<file path="config.mk">
export PLATFORM = sky130hd
export DESIGN_NAME = ctlm_ctrl
export DESIGN_NICKNAME = d
export VERILOG_FILES = /design/src/ctlm_pkg.sv /design/src/ctlm_ctrl.sv
export SDC_FILE = /design/constraint.sdc
export NUM_CORES = 1
export LEC_CHECK = 0
export BUFFER_PORTS_ARGS = -buffer_cell sky130_fd_sc_hd__buf_4
export CORE_MARGIN = 3
export CORE_UTILIZATION = 40
export CTS_BUF_LIST = sky130_fd_sc_hd__clkbuf_8 sky130_fd_sc_hd__clkbuf_16
export CTS_CLUSTER_SIZE = 25
export DETAILED_ROUTE_END_ITERATION = 7
export HOLD_SLACK_MARGIN = 0.02
export PLACE_DENSITY = 0.67
export SYNTH_ARGS = -nofsm -noshare
export SYNTH_HDL_FRONTEND = slang
export SYNTH_SLANG_ARGS = --single-unit
</file>
<file path="constraint.sdc">
create_clock -name clk -period 2.4 [get_ports clk]
set_input_delay 0.24 -clock clk [delete_from_list [all_inputs] [get_ports clk]]
set_output_delay 0.24 -clock clk [all_outputs]
set_load 0.05 [all_outputs]
</file>
<file path="src/ctlm_pkg.sv">
`default_nettype none
// ----------------------------------------------------------------------------
// ctlm_pkg
// Shared types and constants of the CD track table and LBA mapper.
// ----------------------------------------------------------------------------
package ctlm_pkg;

  localparam int MAX_TRACKS  = 128;
  localparam int FRAME_BYTES = 2448;
  localparam int IDX_W       = $clog2(MAX_TRACKS);
  localparam int CNT_W       = $clog2(MAX_TRACKS + 1);
  localparam int ENTRY_W     = 48 + 32 + 34;

  localparam logic [1:0] CMD_WRITE  = 2'd0;
  localparam logic [1:0] CMD_LOOKUP = 2'd1;
  localparam logic [1:0] CMD_START  = 2'd2;

  localparam logic [2:0] ST_DATA  = 3'd0;
  localparam logic [2:0] ST_AUDIO = 3'd1;
  localparam logic [2:0] ST_GAP   = 3'd2;
  localparam logic [2:0] ST_FAR   = 3'd3;
  localparam logic [2:0] ST_WROTE = 3'd4;

  localparam logic [1:0] REG_SPH   = 2'd0;
  localparam logic [1:0] REG_DLEN  = 2'd1;
  localparam logic [1:0] REG_COUNT = 2'd2;

  typedef struct packed {
    logic [1:0]  command;
    logic [23:0] lba;
    logic [6:0]  entry_index;
    logic [6:0]  trk_num;
    logic [23:0] first_lba;
    logic [23:0] img_frame;
    logic [15:0] pre_len;
    logic [23:0] body_len;
    logic [15:0] post_len;
    logic        audio_track;
    logic [1:0]  subchannel_kind;
  } in_word_t;

  typedef struct packed {
    logic [2:0]  status;
    logic [6:0]  found_track;
    logic [23:0] hunk_num;
    logic [19:0] hunk_byte_offset;
    logic        swap_bytes;
    logic [1:0]  subchannel_source;
    logic [23:0] track_start;
  } out_word_t;

  // controller -> datapath
  typedef struct packed {
    logic             load;      // capture input word
    logic             mem_wr;    // write table entry
    logic             mem_rd;    // issue table read at rd_addr
    logic [IDX_W-1:0] rd_addr;
    logic             div_start; // start hunk division
    logic             div_step;
  } ctl_cmd_t;

  // datapath -> controller
  typedef struct packed {
    logic hit_gap;
    logic hit_data;
  } dp_stat_t;

endpackage
`default_nettype wire

</file>
<file path="src/ctlm_ctrl.sv">
`default_nettype none
// ----------------------------------------------------------------------------
// ctlm_ctrl
// Command sequencer: table scan, divider steps and result formatting.
// ----------------------------------------------------------------------------
module ctlm_ctrl (
  input  wire logic               clk,
  input  wire logic               rst_n,
  input  wire logic               start,
  input  wire logic [7:0]         tracks,
  input  wire logic [23:0]        disc_len,
  input  wire ctlm_pkg::dp_stat_t stat,
  input  wire logic [23:0]        ent_start,
  input  wire logic [6:0]         ent_track,
  input  wire logic [23:0]        quot,
  input  wire logic [19:0]        byte_off,
  input  wire logic               ent_audio,
  input  wire logic [1:0]         ent_sub,
  input  wire logic [6:0]         req_track,
  input  wire logic [23:0]        req_lba,
  input  wire logic [1:0]         req_cmd,
  output ctlm_pkg::ctl_cmd_t      cmd,
  output logic                    busy,
  output logic                    out_strobe,
  output ctlm_pkg::out_word_t     out_word
);
  import ctlm_pkg::*;

  typedef enum logic [2:0] {S_IDLE, S_DISPATCH, S_SCAN, S_DIV, S_START_RD, S_START_OUT}
    state_t;

  state_t              state_r, state_nxt;
  logic [CNT_W-1:0]    idx_r, idx_nxt;     // entry whose read data is valid now
  logic [4:0]          step_r, step_nxt;
  logic [CNT_W-1:0]    count;
  logic [6:0]          trk_r, trk_nxt;
  logic                audio_r, audio_nxt;
  logic [1:0]          sub_r, sub_nxt;
  logic                strobe_r, strobe_nxt;
  out_word_t           out_r, out_nxt;

  assign count = (tracks > 8'(MAX_TRACKS)) ? CNT_W'(MAX_TRACKS) : CNT_W'(tracks);
  assign busy  = (state_r != S_IDLE);
  assign out_strobe = strobe_r;
  assign out_word   = out_r;

  always_comb begin
    cmd           = '0;
    cmd.load      = (state_r == S_IDLE) && start;
    cmd.rd_addr   = idx_r[IDX_W-1:0];
    case (state_r)
      S_DISPATCH: begin
        cmd.mem_wr  = (req_cmd == CMD_WRITE);
        cmd.mem_rd  = (req_cmd == CMD_LOOKUP);
        cmd.rd_addr = '0;
      end
      S_SCAN: begin
        cmd.mem_rd    = 1'b1;
        cmd.rd_addr   = IDX_W'(idx_r + 1'b1);
        cmd.div_start = stat.hit_data;
      end
      // last cycle only captures the settled quotient
      S_DIV:      cmd.div_step = (step_r != 5'd25);
      S_START_RD: begin
        cmd.mem_rd  = 1'b1;
        cmd.rd_addr = IDX_W'(req_track - 7'd1);
      end
      default: ;
    endcase
  end

  always_comb begin
    state_nxt  = state_r;
    idx_nxt    = idx_r;
    step_nxt   = step_r;
    trk_nxt    = trk_r;
    audio_nxt  = audio_r;
    sub_nxt    = sub_r;
    strobe_nxt = 1'b0;
    out_nxt    = out_r;
    case (state_r)
      S_IDLE: begin
        if (start) begin
          state_nxt = S_DISPATCH;
        end
      end
      S_DISPATCH: begin
        out_nxt    = '0;
        idx_nxt    = '0;
        state_nxt  = S_IDLE;
        strobe_nxt = 1'b1;
        case (req_cmd)
          CMD_WRITE: out_nxt.status = ST_WROTE;
          CMD_LOOKUP: begin
            if (count == '0) begin
              out_nxt.status = (req_lba < disc_len) ? ST_GAP : ST_FAR;
            end else begin
              strobe_nxt = 1'b0;
              state_nxt  = S_SCAN;
            end
          end
          CMD_START: begin
            if (req_track == 7'd0) begin
              out_nxt.track_start = disc_len;
            end else if (CNT_W'(req_track) <= count) begin
              strobe_nxt = 1'b0;
              state_nxt  = S_START_RD;
            end else begin
              out_nxt.status = ST_FAR;
            end
          end
          default: out_nxt.status = ST_FAR;
        endcase
      end
      S_SCAN: begin
        if (stat.hit_gap) begin
          out_nxt.status      = ST_GAP;
          out_nxt.found_track = ent_track;
          strobe_nxt          = 1'b1;
          state_nxt           = S_IDLE;
        end else if (stat.hit_data) begin
          trk_nxt   = ent_track;
          audio_nxt = ent_audio;
          sub_nxt   = (ent_sub == 2'd3) ? 2'd0 : ent_sub;
          step_nxt  = '0;
          state_nxt = S_DIV;
        end else if (idx_r + 1'b1 >= count) begin
          out_nxt.status = (req_lba < disc_len) ? ST_GAP : ST_FAR;
          strobe_nxt     = 1'b1;
          state_nxt      = S_IDLE;
        end else begin
          idx_nxt = idx_r + 1'b1;
        end
      end
      S_DIV: begin
        // 25 quotient bits, one per cycle, then capture
        step_nxt = step_r + 5'd1;
        if (step_r == 5'd25) begin
          out_nxt.status            = audio_r ? ST_AUDIO : ST_DATA;
          out_nxt.found_track       = trk_r;
          out_nxt.hunk_num          = quot;
          out_nxt.hunk_byte_offset  = byte_off;
          out_nxt.swap_bytes        = audio_r;
          out_nxt.subchannel_source = sub_r;
          strobe_nxt                = 1'b1;
          state_nxt                 = S_IDLE;
        end
      end
      S_START_RD: state_nxt = S_START_OUT;
      S_START_OUT: begin
        out_nxt.track_start = ent_start;
        strobe_nxt          = 1'b1;
        state_nxt           = S_IDLE;
      end
      default: state_nxt = S_IDLE;
    endcase
  end

  always_ff @(posedge clk) begin
    if (!rst_n) begin
      state_r  <= S_IDLE;
      strobe_r <= 1'b0;
      idx_r    <= '0;
      step_r   <= '0;
      trk_r    <= '0;
      audio_r  <= 1'b0;
      sub_r    <= '0;
      out_r    <= '0;
    end else begin
      state_r  <= state_nxt;
      strobe_r <= strobe_nxt;
      idx_r    <= idx_nxt;
      step_r   <= step_nxt;
      trk_r    <= trk_nxt;
      audio_r  <= audio_nxt;
      sub_r    <= sub_nxt;
      out_r    <= out_nxt;
    end
  end
endmodule
`default_nettype wire
</file>
==> impl_metrics.py <==
metrics = {
    "status": {
        "status": "finished with violations",
        "violations": "setup timing",
    },
    "clocking": {
        "clkTransAtPathRegs_ns": 0.07,
        "cts_tree": "built",
        "htreeDepth": 3,
        "clock_path_buffers": 2,
        "cts_hold_buf": 0,
        "cts_buffers": 9,
        "clk-insertion-delay-late_ns": 0.35,
        "clockRootBuffer": "clkbuf_16",
        "cts_sinks": 108,
    },
    "global_route": {
        "antenna_found_initial": 0,
        "grt_overflow_total": 0,
        "grt.total_usage": 0.219,
        "grt_start_max_net_pins": 56,
        "grt_pass1_vias": 5968,
        "grt_first_pass_wirelength_um": 30000,
    },
    "critical_path": {
        "critPathBufInv": 2,
        "r2r_cells": 13,
        "critPathLaunchType": "flop",
        "required_ns": 2.69,
        "r2r-end": "idx_r[1]$_SDFFE_PN0P_",
        "max_stage_delay_ns": 0.37,
        "cpMostUsedCell": "and3_4",
        "cp_cell_sequence": "and3_4 -> and3_4 -> nand3_2 -> xnor2_2 -> ha_4 -> a21oi_2 -> o211ai_1 -> a21o_1 -> buf_6 -> nor4_4 -> buf_4 -> o2bb2a_4 -> nor2b_1",
        "end_kind": "flop",
        "crit_start": "idx_r[0]$_SDFFE_PN0P_",
        "timing.critical_path.to": "idx_r[1]$_SDFFE_PN0P_",
        "crit_fanout": 4,
        "cp.arrival_ns": 2.88,
        "critPathSlowestCell": "dfxtp_4",
        "worstSetupPathDepth": 13,
        "critPathKind": "flop to flop",
        "r2r_slack_ns": -0.19,
        "path_delay_family": "simple AND/OR/NAND/NOR gates",
        "r2r-start": "idx_r[0]$_SDFFE_PN0P_",
    },
    "route": {
        "drt_pass1_iterations": 5,
        "viasPerCell": 5.24,
        "via_count": 6438,
        "routed_wl_um": 20000,
        "wire_per_inst_um": 16.3,
        "drc_errors": 0,
        "dr.first_iter.drc_count": 326,
        "antenna_left": 0,
    },
    "layout": {
        "post-route-util": 0.587,
        "fin_nets": 1207,
        "final_common_cell": "buf_4",
        "areaGrowthSynthToFinish_pct": 43.2,
        "mostFrequentLayoutCells": "buf_4, nand2_1, dfxtp_1",
        "seqCellArea_um2": 2170,
        "antennaDiodeCount": 0,
        "layout-drive-gt1-share": 0.334,
        "fillCellCount": 1468,
        "multi_input_area_um2": 3920,
    },
    "synthesis": {
        "synth.distinct_cells": 58,
        "synth.avg_cell_area_um2": 8.11,
        "netlist_area_um2": 6250,
        "syn_inst": 771,
        "synth-seq-area-share": 0.346,
        "synth_seq_cells": 108,
        "synth_nets": 965,
        "synth_enable_flop_cells": 0,
        "async_flop_share": 0,
        "synth-main-ff-cell": "dfxtp_1",
        "yosys_warnings": 0,
    },
    "sta": {
        "fin_crit_ns": 2.59,
        "relSlewSlack": 0.616,
        "fmax_mhz": 387,
        "tightest_slew_ns": 0.576,
        "period_share": 1.08,
        "layout_setup_ws_ns": -0.187,
        "fin_skew_ns": 0.00905,
        "final-max-slew-violation-count": 0,
        "hold_violations": 0,
        "rsz0062_at_grt": "true",
        "setup_viol": 12,
    },
    "power": {
        "ir_worst_vdd_mv": 0.477,
        "leakage_uw": 0.00405,
        "powerDensity_nw_per_um2": 522,
    },
    "die": {
        "die_area_um2": 17200,
        "num_rows": 45,
        "die_w_um": 131,
        "die_h_um": 131,
        "core-area_um2": 15300,
        "start_util": 0.410,
        "ios": 243,
    },
    "placed_design": {
        "place.gp.congestion": 0.874,
        "detailedPlace.worstSlack_ns": -0.287,
        "dp_hpwl_um": 14800,
        "io_buffers": 242,
    },
    "run": {
        "drv_cap": 0,
    },
    "worst_hold_path": {
        "hold_path.class": "input pin to flop",
        "worst_hold_startpoint": "ent_track[2]",
    },
}
-- synth_stat cells (3+ instances only) --
library cell,count,share of area
ha_1,46,0.092
o21a_1,3,0.0036
a221oi_1,26,0.036
and3_1,33,0.033
clkbuf_1,32,0.019
o21ai_1,7,0.0056
a31oi_1,7,0.0070
nor4_1,3,0.0030
nand3b_1,5,0.0060
buf_2,17,0.014
mux2i_1,14,0.022
dfxtp_1,108,0.35
nor2b_1,38,0.038
nand2b_1,5,0.0050
a211oi_1,4,0.0048
nand4_1,4,0.0040
a21boi_1,56,0.067
o31ai_1,3,0.0036
and2_1,7,0.0070
nand2_1,111,0.067
a21oi_1,30,0.024
nand3_1,61,0.049
inv_1,37,0.022
o22ai_1,8,0.0080
xor2_1,6,0.0084
xnor2_1,7,0.0098
o21ai_0,12,0.0096
buf_4,5,0.0060
nor2_1,38,0.023
-- sequential cells by signal, summed over array words and instances, names as in the netlist --
register    count
idx_r           8
state_r         3
step_r          5
out_word       81
sub_r           2
trk_r           7
audio_r         1
out_strobe      1
-- power breakdown --
part,internal (uW),switching (uW)
Sequential,1820,34.7
Combinational,540,830
Clock,743,700
-- worst reg2reg max path, delay by kind of cell, from the launching register on --
family	cells	cell delay, ns
flops	1	0.37
fa+ha+maj	1	0.25
xor+xnor	1	0.25
buf+inv	2	0.31
simple gates	5	0.69
compound gates	4	0.67
-- how the worst min path moves through the flow --
stage                                 to  slack (ns)  depth (start not counted)
2_1_floorplan       audio_r$_SDFFE_PN0P_        0.37                          2
3_3_place_gp   out_word[41]$_SDFFE_PN0P_        0.44                          2
3_5_place_dp   out_word[47]$_SDFFE_PN0P_        0.44                          2
4_1_cts            trk_r[4]$_SDFFE_PN0P_        0.12                          3
5_1_grt            trk_r[4]$_SDFFE_PN0P_        0.13                          3
6_report           trk_r[2]$_SDFFE_PN0P_        0.14                          3
-- kinds of logic after synthesis --
group / synth area share
and+or+nand+nor: 0.252
AOI/OAI and AO/OA: 0.205
DFF: 0.346
buffers and inverters: 0.0623
adders and majority gates: 0.0921
muxes: 0.0242
xor gates and xnor gates: 0.0182
-- timing repair --
action                     in CTS  in global routing
gates resized for setup        18                 15
gates cloned                    1                  0
buffers inserted                4                  3
pin swaps                       8                 11
setup endpoints to repair      12                 20
-- final cells by class --
class                   instances  area share
flip-flops and latches        108       0.242
multi-input cells             571       0.438
well taps                     211      0.0295
clock buffers                  10      0.0267
inverters                      37      0.0155
repair buffers                286       0.244
clock inverters                 5     0.00475
-- stage by stage --
step	std cells	hold slack [ns]	total power [uW]	TNS, ns	cell area (um2)
floorplan	771	0.375	2690	0	6280
CTS	1225	0.122	4720	-0.279	8830
global route	1228	0.126	4900	-2.75	8950
finish	1228	0.137	4670	-1.47	8950
detailed placement	1205	0.442	3220	-2.35	8410
global placement	1205	0.439	3220	-1.04	8410
-- routing by layer --
| metal | wire [um] | global-route usage | share of wire | vias up |
|---|---|---|---|---|
| met4 | 133 | 0.0411 | 0.0067 | 0 |
| met3 | 1950 | 0.0780 | 0.098 | 15 |
| met1 | 8380 | 0.272 | 0.42 | 2975 |
| met5 | 0 | 0 | 0 | - |
| met2 | 9510 | 0.369 | 0.48 | 242 |
| li1 | - | - | - | 3206 |
(Power assumes the default switching activity.)
